File: src/hdl/bpc_pair_unit.sv
// Four-gamete test of two bipartitions over the counted taxa.
// No dependencies; shared by every pair the sequencer walks.
module bpc_pair_unit #(
	parameter int WIDTH = 64
) (
	input  logic [WIDTH-1:0] a,
	input  logic [WIDTH-1:0] b,
	input  logic [WIDTH-1:0] mask,
	output logic             fail
);
	logic both, only_a, only_b, neither;

	always_comb begin
		both    = |(a & b & mask);
		only_a  = |(a & ~b & mask);
		only_b  = |(~a & b & mask);
		neither = |(~a & ~b & mask);
		fail    = both & only_a & only_b & neither;
	end
endmodule

File: config.mk
export PLATFORM = sky130hd
export DESIGN_NAME = bpc_pair_unit
export DESIGN_NICKNAME = d
export VERILOG_FILES = /design/src/hdl/bpc_pair_unit.sv
export SDC_FILE = /design/constraint.sdc
export NUM_CORES = 1
export LEC_CHECK = 0
export BUFFER_PORTS_ARGS = -buffer_cell sky130_fd_sc_hd__buf_4
export CORE_MARGIN = 2
export CORE_UTILIZATION = 30
export DETAILED_ROUTE_END_ITERATION = 8
export GPL_TIMING_DRIVEN = 0
export PLACE_DENSITY = 0.66
export RECOVER_POWER = 50
export SYNTH_ARGS = -nofsm -noshare
export SYNTH_HDL_FRONTEND = slang
export SYNTH_SLANG_ARGS = --single-unit
export TNS_END_PERCENT = 10
File: constraint.sdc
create_clock -name vclk -period 1.6
set_input_delay 0.16 -clock vclk [all_inputs]
set_output_delay 0.16 -clock vclk [all_outputs]
set_load 0.1 [all_outputs]
==> flow_summary.json <==
{
  "ff_latch_area_sq_um": 0,
  "final_layout_size_suffix_gt1_frac": 0.413,
  "drc": 0,
  "drt_iter0_drc": 267,
  "routed_wl_microns": 13800,
  "tightestPinTransition_ns": 0.441,
  "numPortBuffers": 193,
  "fin_area_sq_um": 4170,
  "crit_path_start": "mask[59]",
  "grt_util_all_layers": 0.319,
  "crit_family": "simple AND/OR/NAND/NOR gates",
  "max_freq_mhz": 564,
  "die_y_microns": 90.0,
  "final_antenna_net_count": 0,
  "slowest_delay_ns": 0.37,
  "num_antenna_cells": 0,
  "crit_top_cell": "nor4_4",
  "irDropWorstVdd_mv": 0.127,
  "hold_slack_ns": 1.19,
  "drtPass1Iterations": 5,
  "core_sq_um": 7210,
  "final_util": 0.578,
  "cp.required_ns": 1.44,
  "gp_congestion": 0.896,
  "overflow": 0,
  "wire_per_inst_microns": 20.6,
  "finalCriticalPeriod_ns": 1.77,
  "criticalPathCategory": "primary input to output pin",
  "die-area_sq_um": 8110,
  "vias": 4018,
  "setup_ws_ns": -0.172,
  "hp-class": "primary input to output pin",
  "worst-path-max-fanout": 4,
  "ios": 193,
  "num_rows": 31,
  "end_kind": "output pin",
  "dp_hpwl_microns": 12000,
  "finalMaxSlewViolations": 0,
  "grt_max_degree": 5,
  "grt_pass1_wl_microns": 20300,
  "ctsHoldBuffers": 0,
  "slowest_stage": "nor4_4",
  "grt_pass1_vias": 3832,
  "fill_cells": 760,
  "ys_seq_area_frac": 0,
  "fin_crit_sh": 1.11,
  "finalSetupViolations": 1,
  "ys_types": 19,
  "flops_and_latches": 0,
  "synthCells": 375,
  "fin_nets": 765,
  "p_leak_nw": 1.73,
  "hold_viol": 0,
  "outcome": "finished with violations",
  "syn_to_final_growth_pct": 87.8,
  "cp-start-kind": "primary input",
  "arrival_ns": 1.61,
  "violations": "setup timing",
  "worstPathBufferInverterCount": 2,
  "slew_headroom": 0.704,
  "setup-tns-final_ns": -0.172,
  "drv_cap": 0,
  "ys_warn_count": 0,
  "die_x_microns": 90.0,
  "rsz0062_at_grt": "yes",
  "antenna_found_initial": 0,
  "netlist_area_sq_um": 2220,
  "initial_core_util": 0.308,
  "final.clkbuf_count": 0,
  "path_cells": "buf_8 -> nor3b_4 -> nor4_4 -> nand4_1 -> nor4_4 -> nor4_4 -> buf_6",
  "powerDensity_nw_per_um2": 271,
  "avgSynthCellArea_sq_um": 5.92,
  "viasPerCell": 6.00,
  "dpl_cell_area_sq_um": 3820,
  "min_from": "b[54]",
  "synth_fp_nets": 567
}
==> final timing paths <==
path	to	cells past startpoint
max	fail	7
min	fail	7
==> final cells by class <==
| type | instances | area, sq um | share of cell area |
|---|---|---|---|
| multi-input cells | 367 | 2480 | 0.594 |
| repair buffers | 196 | 1540 | 0.369 |
| well taps | 99 | 124 | 0.0297 |
| inverters | 8 | 30.0 | 0.00720 |
==> tightest hold or removal path, stage by stage <==
cell and delay [ns]:
buf_4 0.11, o22ai_1 0.06, nor3_1 0.17, nand4_1 0.13, nor2_2 0.14, nor4_4 0.07
buf_6 0.18
==> per-stage QoR <==
stage                     worst slack (ns)  std cells  power [mW]
final                               -0.172        670        1.13
after global routing                -0.184        670        1.21
after CTS                           -0.118        670        1.07
after detailed placement            -0.412        667        1.00
after global placement              -0.481        667       0.997
after floorplan                     -0.309        375       0.336
==> logic make-up (layout without fill, tap and decap cells) <==
family	count (synthesis)	after routing	share of synthesized area
and+or+nand+nor	301	301	0.798
buffers and inverters	8	204	0.0135
AOI/OAI and AO/OA	66	66	0.188
==> Yosys cell counts <==
cell type | n | area (sq um)
nor2_1 | 2 | 7.51
o32ai_1 | 1 | 8.76
o21ai_0 | 12 | 60.1
o22ai_1 | 36 | 225
nor3b_1 | 56 | 420
nand2b_1 | 7 | 43.8
o211ai_1 | 6 | 45.0
nand3b_1 | 46 | 345
nand4_1 | 21 | 131
inv_1 | 8 | 30.0
nand2_1 | 78 | 293
and4_1 | 1 | 8.76
and3_1 | 7 | 43.8
nor4_2 | 5 | 62.6
nor4_1 | 21 | 131
a31oi_1 | 7 | 43.8
nor3_1 | 12 | 60.1
nand3_1 | 45 | 225
o2111ai_1 | 4 | 35.0
==> what timing repair did <==
item | in CTS | in global routing
setup endpoints to repair | 1 | 1
resized for setup | 40 | 21
buffers inserted | 3 | 0
pin swaps | 22 | 10
endpoints found under the hold margin | 0 | 0
==> cells in the final DEF, fill, tap and decap left out, types with 3 or more instances in the layout <==
cell,n
nand2b_4,3
a31oi_1,5
o22ai_1,31
buf_8,3
nand4_1,21
nand2b_1,4
nor4_4,6
nor3b_2,7
nor3b_1,45
and3_1,3
inv_1,8
o2111ai_1,4
o211ai_1,6
nor4_1,13
nor3_1,12
nor3b_4,4
and3_4,4
nand2_1,78
buf_6,12
o21ai_0,12
buf_4,181
nor4_2,7
nand3_1,45
nand3b_1,46
o22ai_2,5
==> report_power, final <==
| group | switching [mW] | total, mW | internal [mW] |
|---|---|---|---|
| logic | 0.550 | 1.13 | 0.582 |
| clock network | 0 | 0 | 0 |
| registers | 0 | 0 | 0 |
| total | 0.550 | 1.13 | 0.582 |
==> metal layers <==
metal | vias to the layer above | GRT usage | routed length [microns]
met1 | 1885 | 0.414 | 5560
li1 | 1897 | - | -
met4 | 0 | 0.0436 | 184
met5 | - | 0 | 0
met3 | 12 | 0.0604 | 1320
met2 | 224 | 0.560 | 6770
No activity file was read; power rests on OpenSTA's default activity.
